File: src/rtl/lds_pkg.sv
// Shared constants, status codes and control types of the LOOK disk request scheduler.
// Every other file of the block but lds_ram uses this package; it depends on nothing.
`default_nettype none

package lds_pkg;

   localparam int QUEUE_DEPTH  = 16;
   localparam int TRACK_WIDTH  = 12;
   localparam int ID_WIDTH     = 8;
   localparam int ADDR_WIDTH   = $clog2(QUEUE_DEPTH);
   localparam int COUNT_WIDTH  = $clog2(QUEUE_DEPTH + 1);
   localparam int ENTRY_WIDTH  = ID_WIDTH + TRACK_WIDTH;
   localparam int STATUS_WIDTH = 2;

   typedef logic [STATUS_WIDTH-1:0] status_type;

   localparam status_type ST_ADDED  = 2'd0;
   localparam status_type ST_FULL   = 2'd1;
   localparam status_type ST_SERVED = 2'd2;
   localparam status_type ST_EMPTY  = 2'd3;

   typedef enum logic [2:0] {
      CS_IDLE,
      CS_SCAN,
      CS_DECIDE,
      CS_MOVE,
      CS_RESP
   } ctrl_state_type;

   typedef struct packed {
      logic load;
      logic scan;
      logic decide;
      logic move;
      logic out_load;
   } dp_cmd_type;

   typedef struct packed {
      logic need_scan;
      logic scan_done;
      logic move_done;
      logic out_free;
   } dp_status_type;

endpackage

`default_nettype wire

File: src/rtl/lds_if.sv
// Valid/ready channel interfaces for the request and response sides of the scheduler.
// Depends on lds_pkg for field widths and the status type.
`default_nettype none

interface lds_req_if;
   logic                           valid;
   logic                           ready;
   logic                           mode;
   logic [lds_pkg::ID_WIDTH-1:0]    request_id;
   logic [lds_pkg::TRACK_WIDTH-1:0] request_track;
   logic [lds_pkg::TRACK_WIDTH-1:0] head_track;

   modport source (output valid, mode, request_id, request_track, head_track, input ready);
   modport sink (input valid, mode, request_id, request_track, head_track, output ready);
   modport monitor (input valid, ready, mode, request_id, request_track, head_track);
endinterface

interface lds_rsp_if;
   logic                            valid;
   logic                            ready;
   lds_pkg::status_type             status;
   logic [lds_pkg::ID_WIDTH-1:0]     served_id;
   logic [lds_pkg::TRACK_WIDTH-1:0]  served_track;
   logic                            sweep_up;
   logic [lds_pkg::COUNT_WIDTH-1:0]  pending_count;

   modport source (output valid, status, served_id, served_track, sweep_up, pending_count,
                   input ready);
   modport sink (input valid, status, served_id, served_track, sweep_up, pending_count,
                 output ready);
   modport monitor (input valid, ready, status, served_id, served_track, sweep_up,
                    pending_count);
endinterface

`default_nettype wire

File: src/rtl/lds_ram.sv
// Generic single-write, single-read RAM with a registered read port.
// Standalone; holds the request table of the scheduler.
`default_nettype none

module lds_ram #(
   parameter int WIDTH = 8,
   parameter int DEPTH = 16
) (
   input  logic                     clock,
   input  logic                     wr_en,
   input  logic [$clog2(DEPTH)-1:0] wr_addr,
   input  logic [WIDTH-1:0]         wr_data,
   input  logic [$clog2(DEPTH)-1:0] rd_addr,
   output logic [WIDTH-1:0]         rd_data
);

   logic [WIDTH-1:0] mem_ff [DEPTH];
   logic [WIDTH-1:0] rd_data_ff;

   always_ff @(posedge clock) begin
      if (wr_en) begin
         mem_ff[wr_addr] <= wr_data;
      end
      rd_data_ff <= mem_ff[rd_addr];
   end

   assign rd_data = rd_data_ff;

endmodule

`default_nettype wire

File: src/rtl/lds_ctrl.sv
// Control state machine of the scheduler: sequences accept, scan, decide, compaction and
// response. Depends on lds_pkg for the state, command and status types.
`default_nettype none

module lds_ctrl (
   input  logic                   clock,
   input  logic                   reset,
   input  logic                   req_valid,
   output logic                   req_ready,
   input  lds_pkg::dp_status_type dp_status,
   output lds_pkg::dp_cmd_type    dp_cmd
);
   import lds_pkg::*;

   ctrl_state_type state_ff;
   ctrl_state_type state_in;

   always_ff @(posedge clock) begin
      if (reset) begin
         state_ff <= CS_IDLE;
      end else begin
         state_ff <= state_in;
      end
   end

   always_comb begin
      state_in = state_ff;
      case (state_ff)
         CS_IDLE: begin
            if (req_valid) begin
               state_in = dp_status.need_scan ? CS_SCAN : CS_RESP;
            end
         end
         CS_SCAN: begin
            if (dp_status.scan_done) begin
               state_in = CS_DECIDE;
            end
         end
         CS_DECIDE: begin
            state_in = CS_MOVE;
         end
         CS_MOVE: begin
            if (dp_status.move_done) begin
               state_in = CS_RESP;
            end
         end
         CS_RESP: begin
            if (dp_status.out_free) begin
               state_in = CS_IDLE;
            end
         end
         default: begin
            state_in = CS_IDLE;
         end
      endcase
   end

   always_comb begin
      req_ready       = 1'b0;
      dp_cmd          = '0;
      case (state_ff)
         CS_IDLE: begin
            req_ready   = 1'b1;
            dp_cmd.load = req_valid;
         end
         CS_SCAN: begin
            dp_cmd.scan = 1'b1;
         end
         CS_DECIDE: begin
            dp_cmd.decide = 1'b1;
         end
         CS_MOVE: begin
            dp_cmd.move = 1'b1;
         end
         CS_RESP: begin
            dp_cmd.out_load = dp_status.out_free;
         end
         default: begin
            req_ready = 1'b0;
         end
      endcase
   end

endmodule

`default_nettype wire

File: src/rtl/lds_dp.sv
// Datapath of the scheduler: entry count, sweep direction, scan comparators, compaction
// and the response register. Depends on lds_pkg; drives the ports of the table RAM.
`default_nettype none

module lds_dp (
   input  logic                             clock,
   input  logic                             reset,
   input  lds_pkg::dp_cmd_type              dp_cmd,
   output lds_pkg::dp_status_type           dp_status,
   input  logic                             req_mode,
   input  logic [lds_pkg::ID_WIDTH-1:0]     req_id,
   input  logic [lds_pkg::TRACK_WIDTH-1:0]  req_track,
   input  logic [lds_pkg::TRACK_WIDTH-1:0]  req_head,
   output logic                             ram_wr_en,
   output logic [lds_pkg::ADDR_WIDTH-1:0]   ram_wr_addr,
   output logic [lds_pkg::ENTRY_WIDTH-1:0]  ram_wr_data,
   output logic [lds_pkg::ADDR_WIDTH-1:0]   ram_rd_addr,
   input  logic [lds_pkg::ENTRY_WIDTH-1:0]  ram_rd_data,
   output logic                             rsp_valid,
   input  logic                             rsp_ready,
   output lds_pkg::status_type              rsp_status,
   output logic [lds_pkg::ID_WIDTH-1:0]     rsp_id,
   output logic [lds_pkg::TRACK_WIDTH-1:0]  rsp_track,
   output logic                             rsp_sweep,
   output logic [lds_pkg::COUNT_WIDTH-1:0]  rsp_count
);
   import lds_pkg::*;

   logic [COUNT_WIDTH-1:0] count_ff, count_in;
   logic                   dir_ff, dir_in;
   logic [TRACK_WIDTH-1:0] head_ff, head_in;
   status_type             status_ff, status_in;

   logic [COUNT_WIDTH-1:0] scan_idx_ff, scan_idx_in;
   logic                   pend_ff, pend_in;
   logic [ADDR_WIDTH-1:0]  pend_idx_ff, pend_idx_in;

   logic                   ex_found_ff, ex_found_in;
   logic [ADDR_WIDTH-1:0]  ex_idx_ff, ex_idx_in;
   logic [ID_WIDTH-1:0]    ex_id_ff, ex_id_in;

   logic                   up_found_ff, up_found_in;
   logic [TRACK_WIDTH-1:0] up_dist_ff, up_dist_in;
   logic [ADDR_WIDTH-1:0]  up_idx_ff, up_idx_in;
   logic [ENTRY_WIDTH-1:0] up_entry_ff, up_entry_in;

   logic                   dn_found_ff, dn_found_in;
   logic [TRACK_WIDTH-1:0] dn_dist_ff, dn_dist_in;
   logic [ADDR_WIDTH-1:0]  dn_idx_ff, dn_idx_in;
   logic [ENTRY_WIDTH-1:0] dn_entry_ff, dn_entry_in;

   logic [ID_WIDTH-1:0]    sid_ff, sid_in;
   logic [TRACK_WIDTH-1:0] strk_ff, strk_in;

   logic [COUNT_WIDTH-1:0] src_ff, src_in;
   logic                   mv_pend_ff, mv_pend_in;
   logic [ADDR_WIDTH-1:0]  mv_idx_ff, mv_idx_in;

   logic                   rsp_valid_ff, rsp_valid_in;
   status_type             rsp_status_ff, rsp_status_in;
   logic [ID_WIDTH-1:0]    rsp_id_ff, rsp_id_in;
   logic [TRACK_WIDTH-1:0] rsp_track_ff, rsp_track_in;
   logic                   rsp_sweep_ff, rsp_sweep_in;
   logic [COUNT_WIDTH-1:0] rsp_count_ff, rsp_count_in;

   logic [TRACK_WIDTH-1:0] rd_track;
   logic [ID_WIDTH-1:0]    rd_id;
   logic [TRACK_WIDTH-1:0] up_dist;
   logic [TRACK_WIDTH-1:0] dn_dist;
   logic                   use_up;
   logic [ADDR_WIDTH-1:0]  pick_idx;

   assign rd_track = ram_rd_data[TRACK_WIDTH-1:0];
   assign rd_id    = ram_rd_data[ENTRY_WIDTH-1:TRACK_WIDTH];
   assign up_dist  = rd_track - head_ff;
   assign dn_dist  = head_ff - rd_track;
   assign use_up   = dir_ff ? up_found_ff : !dn_found_ff;
   assign pick_idx = ex_found_ff ? ex_idx_ff : (use_up ? up_idx_ff : dn_idx_ff);

   assign dp_status.need_scan = req_mode && (count_ff != '0);
   assign dp_status.scan_done = (scan_idx_ff >= count_ff) && !pend_ff;
   assign dp_status.move_done = (src_ff >= count_ff) && !mv_pend_ff;
   assign dp_status.out_free  = !rsp_valid_ff || rsp_ready;

   always_comb begin
      count_in      = count_ff;
      dir_in        = dir_ff;
      head_in       = head_ff;
      status_in     = status_ff;
      scan_idx_in   = scan_idx_ff;
      pend_in       = pend_ff;
      pend_idx_in   = pend_idx_ff;
      ex_found_in   = ex_found_ff;
      ex_idx_in     = ex_idx_ff;
      ex_id_in      = ex_id_ff;
      up_found_in   = up_found_ff;
      up_dist_in    = up_dist_ff;
      up_idx_in     = up_idx_ff;
      up_entry_in   = up_entry_ff;
      dn_found_in   = dn_found_ff;
      dn_dist_in    = dn_dist_ff;
      dn_idx_in     = dn_idx_ff;
      dn_entry_in   = dn_entry_ff;
      sid_in        = sid_ff;
      strk_in       = strk_ff;
      src_in        = src_ff;
      mv_pend_in    = mv_pend_ff;
      mv_idx_in     = mv_idx_ff;
      rsp_valid_in  = rsp_valid_ff;
      rsp_status_in = rsp_status_ff;
      rsp_id_in     = rsp_id_ff;
      rsp_track_in  = rsp_track_ff;
      rsp_sweep_in  = rsp_sweep_ff;
      rsp_count_in  = rsp_count_ff;

      ram_wr_en   = 1'b0;
      ram_wr_addr = count_ff[ADDR_WIDTH-1:0];
      ram_wr_data = {req_id, req_track};
      ram_rd_addr = scan_idx_ff[ADDR_WIDTH-1:0];

      if (dp_cmd.load) begin
         head_in     = req_head;
         scan_idx_in = '0;
         pend_in     = 1'b0;
         ex_found_in = 1'b0;
         up_found_in = 1'b0;
         dn_found_in = 1'b0;
         sid_in      = '0;
         strk_in     = '0;
         if (!req_mode) begin
            if (count_ff >= COUNT_WIDTH'(QUEUE_DEPTH)) begin
               status_in = ST_FULL;
            end else begin
               ram_wr_en = 1'b1;
               count_in  = count_ff + 1'b1;
               status_in = ST_ADDED;
            end
         end else if (count_ff == '0) begin
            status_in = ST_EMPTY;
         end else begin
            status_in = ST_SERVED;
         end
      end

      if (dp_cmd.scan) begin
         if (scan_idx_ff < count_ff) begin
            scan_idx_in = scan_idx_ff + 1'b1;
            pend_in     = 1'b1;
            pend_idx_in = scan_idx_ff[ADDR_WIDTH-1:0];
         end else begin
            pend_in = 1'b0;
         end
         if (pend_ff) begin
            if (!ex_found_ff && (rd_track == head_ff)) begin
               ex_found_in = 1'b1;
               ex_idx_in   = pend_idx_ff;
               ex_id_in    = rd_id;
            end
            if ((rd_track > head_ff) && (!up_found_ff || (up_dist < up_dist_ff))) begin
               up_found_in = 1'b1;
               up_dist_in  = up_dist;
               up_idx_in   = pend_idx_ff;
               up_entry_in = ram_rd_data;
            end
            if ((rd_track < head_ff) && (!dn_found_ff || (dn_dist < dn_dist_ff))) begin
               dn_found_in = 1'b1;
               dn_dist_in  = dn_dist;
               dn_idx_in   = pend_idx_ff;
               dn_entry_in = ram_rd_data;
            end
         end
      end

      if (dp_cmd.decide) begin
         src_in     = COUNT_WIDTH'(pick_idx) + 1'b1;
         mv_pend_in = 1'b0;
         if (ex_found_ff) begin
            sid_in  = ex_id_ff;
            strk_in = head_ff;
         end else begin
            // With nothing ahead in the current sweep, the direction reverses.
            dir_in  = use_up;
            sid_in  = use_up ? up_entry_ff[ENTRY_WIDTH-1:TRACK_WIDTH]
                             : dn_entry_ff[ENTRY_WIDTH-1:TRACK_WIDTH];
            strk_in = use_up ? up_entry_ff[TRACK_WIDTH-1:0] : dn_entry_ff[TRACK_WIDTH-1:0];
         end
      end

      if (dp_cmd.move) begin
         ram_rd_addr = src_ff[ADDR_WIDTH-1:0];
         if (src_ff < count_ff) begin
            src_in     = src_ff + 1'b1;
            mv_pend_in = 1'b1;
            mv_idx_in  = src_ff[ADDR_WIDTH-1:0];
         end else begin
            mv_pend_in = 1'b0;
         end
         if (mv_pend_ff) begin
            ram_wr_en   = 1'b1;
            ram_wr_addr = mv_idx_ff - 1'b1;
            ram_wr_data = ram_rd_data;
         end
      end

      if (dp_cmd.out_load) begin
         rsp_valid_in  = 1'b1;
         rsp_status_in = status_ff;
         rsp_id_in     = sid_ff;
         rsp_track_in  = strk_ff;
         rsp_sweep_in  = dir_ff;
         rsp_count_in  = count_ff;
         if (status_ff == ST_SERVED) begin
            count_in     = count_ff - 1'b1;
            rsp_count_in = count_ff - 1'b1;
         end
      end else if (rsp_valid_ff && rsp_ready) begin
         rsp_valid_in = 1'b0;
      end
   end

   always_ff @(posedge clock) begin
      if (reset) begin
         count_ff     <= '0;
         dir_ff       <= 1'b1;
         pend_ff      <= 1'b0;
         mv_pend_ff   <= 1'b0;
         rsp_valid_ff <= 1'b0;
      end else begin
         count_ff     <= count_in;
         dir_ff       <= dir_in;
         pend_ff      <= pend_in;
         mv_pend_ff   <= mv_pend_in;
         rsp_valid_ff <= rsp_valid_in;
      end
   end

   always_ff @(posedge clock) begin
      head_ff       <= head_in;
      status_ff     <= status_in;
      scan_idx_ff   <= scan_idx_in;
      pend_idx_ff   <= pend_idx_in;
      ex_found_ff   <= ex_found_in;
      ex_idx_ff     <= ex_idx_in;
      ex_id_ff      <= ex_id_in;
      up_found_ff   <= up_found_in;
      up_dist_ff    <= up_dist_in;
      up_idx_ff     <= up_idx_in;
      up_entry_ff   <= up_entry_in;
      dn_found_ff   <= dn_found_in;
      dn_dist_ff    <= dn_dist_in;
      dn_idx_ff     <= dn_idx_in;
      dn_entry_ff   <= dn_entry_in;
      sid_ff        <= sid_in;
      strk_ff       <= strk_in;
      src_ff        <= src_in;
      mv_idx_ff     <= mv_idx_in;
      rsp_status_ff <= rsp_status_in;
      rsp_id_ff     <= rsp_id_in;
      rsp_track_ff  <= rsp_track_in;
      rsp_sweep_ff  <= rsp_sweep_in;
      rsp_count_ff  <= rsp_count_in;
   end

   assign rsp_valid  = rsp_valid_ff;
   assign rsp_status = rsp_status_ff;
   assign rsp_id     = rsp_id_ff;
   assign rsp_track  = rsp_track_ff;
   assign rsp_sweep  = rsp_sweep_ff;
   assign rsp_count  = rsp_count_ff;

endmodule

`default_nettype wire

File: src/rtl/look_disk_request_scheduler.sv
// Top level of the LOOK disk request scheduler: controller, datapath and request table RAM.
// Depends on lds_pkg, lds_if, lds_ram, lds_ctrl and lds_dp.
//
//   Channel   Direction  Beat contents
//   req_bus   in         mode, request_id, request_track, head_track
//   rsp_bus   out        status, served_id, served_track, sweep_up, pending_count
//
// An add or an answer on an empty table goes from accept straight to the response step.
// A serve makes one scan of the table through the RAM read port, one decision step, then
// compaction through the same port.
// Reset empties the table and sets the sweep upward; the table RAM itself is not cleared.
// The response register holds a beat until it is taken; a new request is accepted meanwhile
// and waits in its final step until the register frees.
`default_nettype none

module look_disk_request_scheduler (
   input logic          clock,
   input logic          reset,
   lds_req_if.sink      req_bus,
   lds_rsp_if.source    rsp_bus
);
   import lds_pkg::*;

   dp_cmd_type             dp_cmd;
   dp_status_type          dp_status;
   logic                   ram_wr_en;
   logic [ADDR_WIDTH-1:0]  ram_wr_addr;
   logic [ENTRY_WIDTH-1:0] ram_wr_data;
   logic [ADDR_WIDTH-1:0]  ram_rd_addr;
   logic [ENTRY_WIDTH-1:0] ram_rd_data;

   lds_ram #(
      .WIDTH (ENTRY_WIDTH),
      .DEPTH (QUEUE_DEPTH)
   ) u_table (
      .clock   (clock),
      .wr_en   (ram_wr_en),
      .wr_addr (ram_wr_addr),
      .wr_data (ram_wr_data),
      .rd_addr (ram_rd_addr),
      .rd_data (ram_rd_data)
   );

   lds_ctrl u_ctrl (
      .clock     (clock),
      .reset     (reset),
      .req_valid (req_bus.valid),
      .req_ready (req_bus.ready),
      .dp_status (dp_status),
      .dp_cmd    (dp_cmd)
   );

   lds_dp u_dp (
      .clock       (clock),
      .reset       (reset),
      .dp_cmd      (dp_cmd),
      .dp_status   (dp_status),
      .req_mode    (req_bus.mode),
      .req_id      (req_bus.request_id),
      .req_track   (req_bus.request_track),
      .req_head    (req_bus.head_track),
      .ram_wr_en   (ram_wr_en),
      .ram_wr_addr (ram_wr_addr),
      .ram_wr_data (ram_wr_data),
      .ram_rd_addr (ram_rd_addr),
      .ram_rd_data (ram_rd_data),
      .rsp_valid   (rsp_bus.valid),
      .rsp_ready   (rsp_bus.ready),
      .rsp_status  (rsp_bus.status),
      .rsp_id      (rsp_bus.served_id),
      .rsp_track   (rsp_bus.served_track),
      .rsp_sweep   (rsp_bus.sweep_up),
      .rsp_count   (rsp_bus.pending_count)
   );

endmodule

`default_nettype wire

File: src/flat_wrapper.sv
// flat-port wrapper written by rule: the top's interface ports become plain ports
module look_disk_request_scheduler_flat import lds_pkg::*;
  (clock, reset, req_bus_valid, req_bus_mode, req_bus_request_id, req_bus_request_track, req_bus_head_track, req_bus_ready, rsp_bus_valid, rsp_bus_status, rsp_bus_served_id, rsp_bus_served_track, rsp_bus_sweep_up, rsp_bus_pending_count, rsp_bus_ready);
  lds_req_if req_bus_i ();
  lds_rsp_if rsp_bus_i ();
  input logic clock;
  input logic reset;
  input wire logic [$bits(req_bus_i.valid)-1:0] req_bus_valid;
  input wire logic [$bits(req_bus_i.mode)-1:0] req_bus_mode;
  input wire logic [$bits(req_bus_i.request_id)-1:0] req_bus_request_id;
  input wire logic [$bits(req_bus_i.request_track)-1:0] req_bus_request_track;
  input wire logic [$bits(req_bus_i.head_track)-1:0] req_bus_head_track;
  output wire logic [$bits(req_bus_i.ready)-1:0] req_bus_ready;
  output wire logic [$bits(rsp_bus_i.valid)-1:0] rsp_bus_valid;
  output wire logic [$bits(rsp_bus_i.status)-1:0] rsp_bus_status;
  output wire logic [$bits(rsp_bus_i.served_id)-1:0] rsp_bus_served_id;
  output wire logic [$bits(rsp_bus_i.served_track)-1:0] rsp_bus_served_track;
  output wire logic [$bits(rsp_bus_i.sweep_up)-1:0] rsp_bus_sweep_up;
  output wire logic [$bits(rsp_bus_i.pending_count)-1:0] rsp_bus_pending_count;
  input wire logic [$bits(rsp_bus_i.ready)-1:0] rsp_bus_ready;
  assign req_bus_i.valid = req_bus_valid;
  assign req_bus_i.mode = req_bus_mode;
  assign req_bus_i.request_id = req_bus_request_id;
  assign req_bus_i.request_track = req_bus_request_track;
  assign req_bus_i.head_track = req_bus_head_track;
  assign req_bus_ready = req_bus_i.ready;
  assign rsp_bus_valid = rsp_bus_i.valid;
  assign rsp_bus_status = rsp_bus_i.status;
  assign rsp_bus_served_id = rsp_bus_i.served_id;
  assign rsp_bus_served_track = rsp_bus_i.served_track;
  assign rsp_bus_sweep_up = rsp_bus_i.sweep_up;
  assign rsp_bus_pending_count = rsp_bus_i.pending_count;
  assign rsp_bus_i.ready = rsp_bus_ready;
  look_disk_request_scheduler u_core (.clock(clock), .reset(reset), .req_bus(req_bus_i), .rsp_bus(rsp_bus_i));
endmodule
File: config.mk
export PLATFORM = sky130hd
export DESIGN_NAME = look_disk_request_scheduler_flat
export DESIGN_NICKNAME = d
export VERILOG_FILES = /design/src/rtl/lds_pkg.sv /design/src/rtl/lds_if.sv /design/src/rtl/lds_ram.sv /design/src/rtl/lds_ctrl.sv /design/src/rtl/lds_dp.sv /design/src/rtl/look_disk_request_scheduler.sv /design/src/flat_wrapper.sv
export SDC_FILE = /design/constraint.sdc
export NUM_CORES = 1
export LEC_CHECK = 0
export ABC_CLOCK_PERIOD_IN_PS = 12950
export BUFFER_PORTS_ARGS = -buffer_cell sky130_fd_sc_hd__buf_2
export CORE_ASPECT_RATIO = 2
export CORE_MARGIN = 4
export CORE_UTILIZATION = 60
export DETAILED_ROUTE_END_ITERATION = 10
export HOLD_SLACK_MARGIN = 0.03
export PLACE_DENSITY = 0.77
export SYNTH_ARGS = -nofsm -noshare
export SYNTH_HDL_FRONTEND = slang
export SYNTH_SLANG_ARGS = --single-unit
File: constraint.sdc
create_clock -name clock -period 12.95 [get_ports clock]
set_input_delay 0.6475 -clock clock [delete_from_list [all_inputs] [get_ports clock]]
set_output_delay 0.6475 -clock clock [all_outputs]
set_load 0.01 [all_outputs]
==> impl_metrics.py, run 1 <==
metrics = {
    "place": {
        "gp_congestion": 1.012,
        "dp_hpwl_mm": 35.33,
        "io_buffers": 66,
        "dp_cells": 2006,
    },
    "synth": {
        "avgSynthCellArea_sq_um": 14.20,
        "muxShareOfSynthArea": 0.06016,
        "synth_nets": 1631,
        "ys_seq_area_frac": 0.6964,
        "ys_top_cells_by_count": "edfxtp_1, nand2_1, mux2i_1, nor2_1, inv_1",
        "ys_async_sr_fraction": 0,
        "synth-simple-area-share": 0.08112,
        "synthXorXnorAreaFrac": 0.01169,
        "yosys-top-cells-area": "edfxtp_1, mux2i_1, dfxtp_1, ha_1, nand2_1",
        "synth_area_sq_um": 21730,
        "postSynthCellCount": 1531,
        "synth_top_area_share": 0.6549,
        "synth-compound-area-share": 0.08377,
        "ys_warn_count": 0,
        "post_synth_num_cell_types": 62,
        "synth.largest_area_cell": "edfxtp_1",
        "synthAdderAreaFrac": 0.03696,
        "ys_seq_elements": 519,
        "synth_top_family_by_area": "compound AO/OA/AOI/OAI gates",
        "synth_most_common_cell": "edfxtp_1",
        "synth_edf_count": 474,
        "ys.flop_type": "edfxtp_1",
    },
    "power_and_ir_drop": {
        "pwr_density_cell_nw_per_um2": 196.1,
        "irDropWorstVdd_mv": 0.2050,
        "p_leak_nw": 8.674,
        "p_total_mw": 4.722,
    },
    "die": {
        "die_h_microns": 277.2,
        "ios": 67,
        "core_sq_um": 35800,
        "fp.dieW_microns": 142.6,
        "rows": 98,
        "dieArea_sq_um": 39520,
        "initial_core_util": 0.6070,
    },
    "clock_network": {
        "postCtsSetupBuffers": 0,
        "clkSlewWorstSetupHoldPaths_ns": 0.07,
        "post_cts_resized": 0,
        "h-tree-depth": 2,
        "numCtsBuffers": 43,
        "clock_latency_ns": 0.57,
        "max-clock-path-buffers": 3,
        "cts_hold_buffers": 0,
        "cts-root-buf": "clkbuf_16",
        "cts.sinks": 519,
        "cts_tree": "built",
    },
    "global_route": {
        "grt_pass1_wl_mm": 80.46,
        "grt_overflow_total": 0,
        "antenna_found_initial": 0,
        "grt_pass1_vias": 13531,
        "track_usage": 0.2752,
        "grt_max_degree": 69,
    },
    "status": {
        "status": "complete, no violations",
    },
    "min_path": {
        "min_path_type": "primary input to flop",
    },
    "timing": {
        "worstMarginPinSlew_ns": 1.252,
        "max_freq_mhz": 220.0,
        "finalMaxSlewViolations": 0,
        "min_period_over_period": 0.3510,
        "slew_headroom": 0.1652,
        "setup-violations-final": 0,
        "clock_skew_ns": 0.03630,
        "fin_crit_ns": 4.546,
        "fin_tns_setup_ns": 0,
        "hold_viol": 0,
        "rsz0062_at_grt": "false",
    },
    "worst_setup_path": {
        "crit_path_max_fanout": 26,
        "cpPeakStageDelay_ns": 0.66,
        "path_class": "flop to flop",
        "worstPathArrival_ns": 4.75,
        "cp-end-kind": "flop",
        "cp_data_required_time_ns": 13.16,
        "start_kind": "flop",
        "crit_chain": "inv_1, ha_1, nor2b_1, o21ai_0, a21oi_1, o41ai_1, nand3_1, o311ai_0, ha_1, a21oi_1, o21ai_0, nand2_1, o211ai_1, a2111oi_2, buf_4",
        "critical_path.slowest_cell": "o41ai_1",
    },
    "finish": {
        "nets": 1701,
        "drive_above_1_share": 0.1339,
        "num-fill-cells": 2519,
        "antenna_cells": 0,
        "area_delta_synth_final_pct": 10.82,
        "final_cells": 2086,
    },
    "route": {
        "drc": 0,
        "avgViaCountPerCell": 6.268,
        "drtIter0Drc": 1188,
        "vias": 13076,
        "drt.antenna.violating_nets": 0,
        "wl_mm": 54.49,
        "first_pass_iters": 6,
        "routedWlPerCell_microns": 26.12,
    },
    "flow_run": {
        "cap_violations": 0,
    },
}
-- path summary, 6_finish.rpt --
check,from,to,slack [ns],cells past startpoint
setup / recovery,u_core.u_dp.head_ff[1],u_core.u_dp.up_entry_ff[9],8.40,15
hold / removal,req_bus_head_track[7],u_core.u_dp.head_ff[7],0.25,1
setup reg to reg,u_core.u_dp.head_ff[1],u_core.u_dp.up_entry_ff[9],8.40,15
hold reg to reg,u_core.u_dp.sid_ff[5],u_core.u_dp.rsp_id[5],0.42,0
-- per-stage QoR --
stage                       util  hold WS, ns  area [sq um]  setup WS [ns]
after floorplan                -       0.4003         21730          5.717
after global placement    0.6330       0.4017         22660          8.631
after detailed placement  0.6330       0.4045         22660          8.515
after CTS                 0.6727       0.2313         24080          8.450
after global routing      0.6727       0.2441         24080          8.235
final                     0.6727       0.2548         24080          8.404
-- worst max-delay path: cells and delay by family (launching register included) --
kind                     cells  cell delay [ns]
adder cells (fa/ha/maj)      2             0.71
flip-flops                   1             0.45
buffers and inverters        2             0.54
AO/OA/AOI/OAI                8             2.10
AND/OR/NAND/NOR              3             0.37
-- layout by cell type, fill, tap and decap left out, types with 9 or more instances in the layout --
master / n
nand3_1: 40
nand2_1: 187
buf_4: 38
a32o_1: 20
edfxtp_1: 474
dfxtp_1: 45
o21ai_0: 34
nand2b_1: 9
clkbuf_16: 45
nor3_1: 15
ha_1: 61
mux2_2: 10
a221oi_1: 20
a32oi_1: 42
a311oi_1: 12
clkinv_2: 10
a21o_1: 11
nor2_1: 63
buf_2: 66
a31oi_1: 12
inv_1: 73
o21a_1: 11
and3_1: 27
xnor2_1: 22
nor2_4: 9
nor2b_1: 11
a21oi_1: 46
mux2i_1: 114
-- cells by family (layout without fill, tap and decap cells) --
group                    count (synthesis)  count (layout)
flip-flops                             519             519
AND/OR/NAND/NOR                        392             392
AO/OA/AOI/OAI                          248             248
buffers and inverters                  152             257
multiplexers                           128             128
adder cells (fa/ha/maj)                 63              63
XOR/XNOR                                29              29
-- where the power goes --
part / internal (mW) / switching [mW] / leakage (nW) / total [mW]
logic: 0.436 / 0.802 / 3.30 / 1.24
clock network: 0.714 / 0.586 / 0.704 / 1.30
registers: 2.06 / 0.126 / 4.67 / 2.18
-- flip-flops by register name, indices dropped and copies added, names as in the netlist, 8 cells and up --
register and count:
u_core.u_dp.dn_dist_ff 12, u_core.u_dp.dn_entry_ff 20, u_core.u_dp.ex_id_ff 8, u_core.u_dp.head_ff 12, u_core.u_dp.rsp_id 8, u_core.u_dp.rsp_track 12
u_core.u_dp.sid_ff 8, u_core.u_dp.strk_ff 12, u_core.u_dp.up_dist_ff 12, u_core.u_dp.up_entry_ff 20, u_core.u_table.mem_ff 320, u_core.u_table.rd_data 20
-- routing by layer --
metal | GRT usage | up-vias | part of all wire | routed length (microns)
met3 | 0.03283 | 148 | 0.050 | 2745
met5 | 0 | - | 0 | 0
met4 | 0.1544 | 0 | 0.063 | 3444
met1 | 0.2977 | 6552 | 0.33 | 18210
li1 | - | 5919 | - | -
met2 | 0.5075 | 457 | 0.55 | 30090
-- cell type report --
type,instances,area [sq um],share of cell area
Tap cell,450,563.0,0.02338
Clock inverter,26,201.4,0.008364
Multi-Input combinational cell,860,6076,0.2523
Clock buffer,54,1220,0.05065
Timing Repair Buffer,104,615.6,0.02556
Sequential cell,519,15130,0.6284
Inverter,73,274.0,0.01138
(Power assumes the default switching activity.)
==> run 2: changes to the inputs <==
--- a/config.mk
+++ b/config.mk
@@ -5,7 +5,7 @@
 export SDC_FILE = /design/constraint.sdc
 export NUM_CORES = 1
 export LEC_CHECK = 0
-export ABC_CLOCK_PERIOD_IN_PS = 12950
+export ABC_CLOCK_PERIOD_IN_PS = 4640
 export BUFFER_PORTS_ARGS = -buffer_cell sky130_fd_sc_hd__buf_2
 export CORE_ASPECT_RATIO = 2
 export CORE_MARGIN = 4
==> constraint.sdc (replaced) <==
create_clock -name clock -period 4.64 [get_ports clock]
set_input_delay 0.232 -clock clock [delete_from_list [all_inputs] [get_ports clock]]
set_output_delay 0.232 -clock clock [all_outputs]
set_load 0.01 [all_outputs]
==> run 2 against run 1 <==
Setup slack got worse by 8.0 ns. Wire length about the same. Non-clock buffer count increased by 22. Clock skew shrank 0.013 ns. Largest power group unchanged. Hold slack lost 0.13 ns. Combinational power grew to 2.8 times the previous value. Maximum frequency increased by 6.5%. Core utilization up 0.94 points. First-iteration DRC count increased by 4.9%. Clock power grew to 3.0 times the previous value. Design area up 1.4%.
==> impl_metrics.py, run 2 (synthesis results as in run 1) <==
metrics = {
    "status": {
        "status": "complete, no violations",
    },
    "power_and_ir_drop": {
        "p_leak_nw": 8.831,
        "switching_share": 0.3103,
        "p_total_mw": 13.40,
        "irDropWorstVdd_mv": 0.5004,
        "p_int_mw": 9.240,
        "p_seq_frac": 0.456,
        "pwr-share-comb": 0.254,
        "net-switching-power_mw": 4.157,
        "pwr_density_cell_nw_per_um2": 548.6,
        "clkPwrFrac": 0.290,
    },
    "worst_setup_path": {
        "path_class": "flop to flop",
        "cp_data_required_time_ns": 5.09,
        "critical_path.slowest_cell": "and3b_2",
        "crit_path_max_fanout": 37,
        "worstPathArrival_ns": 4.71,
        "start_kind": "flop",
        "cpPeakStageDelay_ns": 0.56,
        "cp-end-kind": "flop",
        "crit_chain": "inv_1, ha_1, inv_1, fa_1, a21oi_1, o21a_1, o21ai_0, a31o_2, a21oi_1, xnor2_1, ha_1, nand3_1, nor4_1, o31ai_1, a31oi_1, and3b_2, a21o_1",
    },
    "die": {
        "initial_core_util": 0.6070,
        "rows": 98,
        "ios": 67,
        "fp.dieW_microns": 142.6,
        "core_sq_um": 35800,
        "dieArea_sq_um": 39520,
        "die_h_microns": 277.2,
    },
    "clock_network": {
        "max-clock-path-buffers": 3,
        "numCtsBuffers": 44,
        "cts.sinks": 519,
        "cts_tree": "built",
        "clock_latency_ns": 0.56,
        "h-tree-depth": 2,
        "cts-root-buf": "clkbuf_16",
        "clkSlewWorstSetupHoldPaths_ns": 0.07,
    },
    "route": {
        "vias": 13348,
        "drc": 0,
        "avgViaCountPerCell": 6.329,
        "wl_mm": 54.45,
        "drt.antenna.violating_nets": 0,
        "routedWlPerCell_microns": 25.82,
        "drtIter0Drc": 1246,
        "first_pass_iters": 5,
    },
    "timing": {
        "hold_viol": 0,
        "worstMarginPinSlew_ns": 1.166,
        "rsz0062_at_grt": "false",
        "fin_tns_setup_ns": 0,
        "timing.hold.ws_ns": 0.1268,
        "max_freq_mhz": 234.3,
        "slew_headroom": 0.2227,
        "clock_skew_ns": 0.02281,
        "fin_crit_ns": 4.268,
        "min_period_over_period": 0.9198,
        "setup-violations-final": 0,
        "worst_slack_ns": 0.3722,
        "finalMaxSlewViolations": 0,
    },
    "finish": {
        "nets": 1724,
        "design_area_sq_um": 24420,
        "final_cells": 2109,
        "regMostFlops": "u_core.u_table.mem_ff",
        "area_delta_synth_final_pct": 12.36,
        "antenna_cells": 0,
        "layout_common_cells": "edfxtp_1, nand2_1, mux2i_1",
        "final_common_cell": "edfxtp_1",
        "largest_reg_flops": 320,
        "drive_above_1_share": 0.1368,
        "final_util": 0.6820,
    },
    "global_route": {
        "track_usage": 0.2742,
        "grt_pass1_wl_mm": 80.99,
        "grt_overflow_total": 0,
        "grt_max_degree": 71,
        "grt_pass1_vias": 13865,
        "antenna_found_initial": 1,
    },
    "place": {
        "place_ws_ns": 0.4186,
        "dp_cells": 2013,
        "place_area_sq_um": 22740,
        "io_buffers": 66,
        "gp_congestion": 0.9587,
        "dp_hpwl_mm": 34.76,
    },
    "flow_run": {
        "cap_violations": 0,
    },
    "min_path": {
        "min_path_type": "primary input to flop",
    },
}
-- run 2: changes by cell type in the layout (fill, tap and decap cells not counted), sizes merged --
cell,delta
buf,+7
clkinv,-4
clkbuf,+5
clkinvlp,-1
inv,-3
bufinv,+4
dlygate4sd3,+15
-- run 2: worst max-delay path, delay by kind of cell (launching register included) --
family / cells / cell delay [ns]
XOR/XNOR: 1 / 0.11
buffers and inverters: 2 / 0.14
AO/OA/AOI/OAI: 8 / 1.57
flip-flops: 1 / 0.42
AND/OR/NAND/NOR: 3 / 1.01
adder cells (fa/ha/maj): 3 / 0.88
-- run 2: power groups by stage --
stage	registers [mW]	logic [mW]	clock network, mW
after floorplan	6.05	2.27	0
after global placement	6.17	3.24	0
after detailed placement	6.19	3.33	0
after CTS	6.10	3.38	3.91
after global routing	6.14	3.71	4.10
final	6.10	3.41	3.88
-- run 2: final cells by class --
type                    instances  area [sq um]
well taps                     450         563.0
multi-input cells             860          6073
clock buffers                  59          1250
flip-flops and latches        519         15130
clock inverters                22         281.5
fillers                      2393         11380
inverters                      73         274.0
repair buffers                126         843.3
-- run 2: metal layers --
layer / vias to the layer above / GRT usage / part of all wire / wire, microns
met5: - / 0 / 0.00024 / 13
met4: 2 / 0.1566 / 0.065 / 3517
met3: 186 / 0.03750 / 0.058 / 3152
met2: 589 / 0.4992 / 0.54 / 29570
met1: 6594 / 0.2986 / 0.33 / 18200
li1: 5977 / - / - / -
-- run 2: path summary, 6_finish.rpt --
| path | start | endpoint | slack, ns | cells past startpoint |
|---|---|---|---|---|
| setup / recovery | u_core.u_dp.head_ff[0] | u_core.u_dp.dn_found_ff | 0.37 | 17 |
| hold / removal | req_bus_valid | u_core.u_ctrl.state_ff[0] | 0.13 | 4 |
| setup reg to reg | u_core.u_dp.head_ff[0] | u_core.u_dp.dn_found_ff | 0.37 | 17 |
| hold reg to reg | u_core.u_dp.strk_ff[8] | u_core.u_dp.rsp_track[8] | 0.42 | 0 |
-- run 2: timing repair --
action / CTS / global route
resized for setup: 0 / 0
hold endpoints to repair: 20 / 0
hold buffers: 15 / 0
setup buffers: 0 / 0
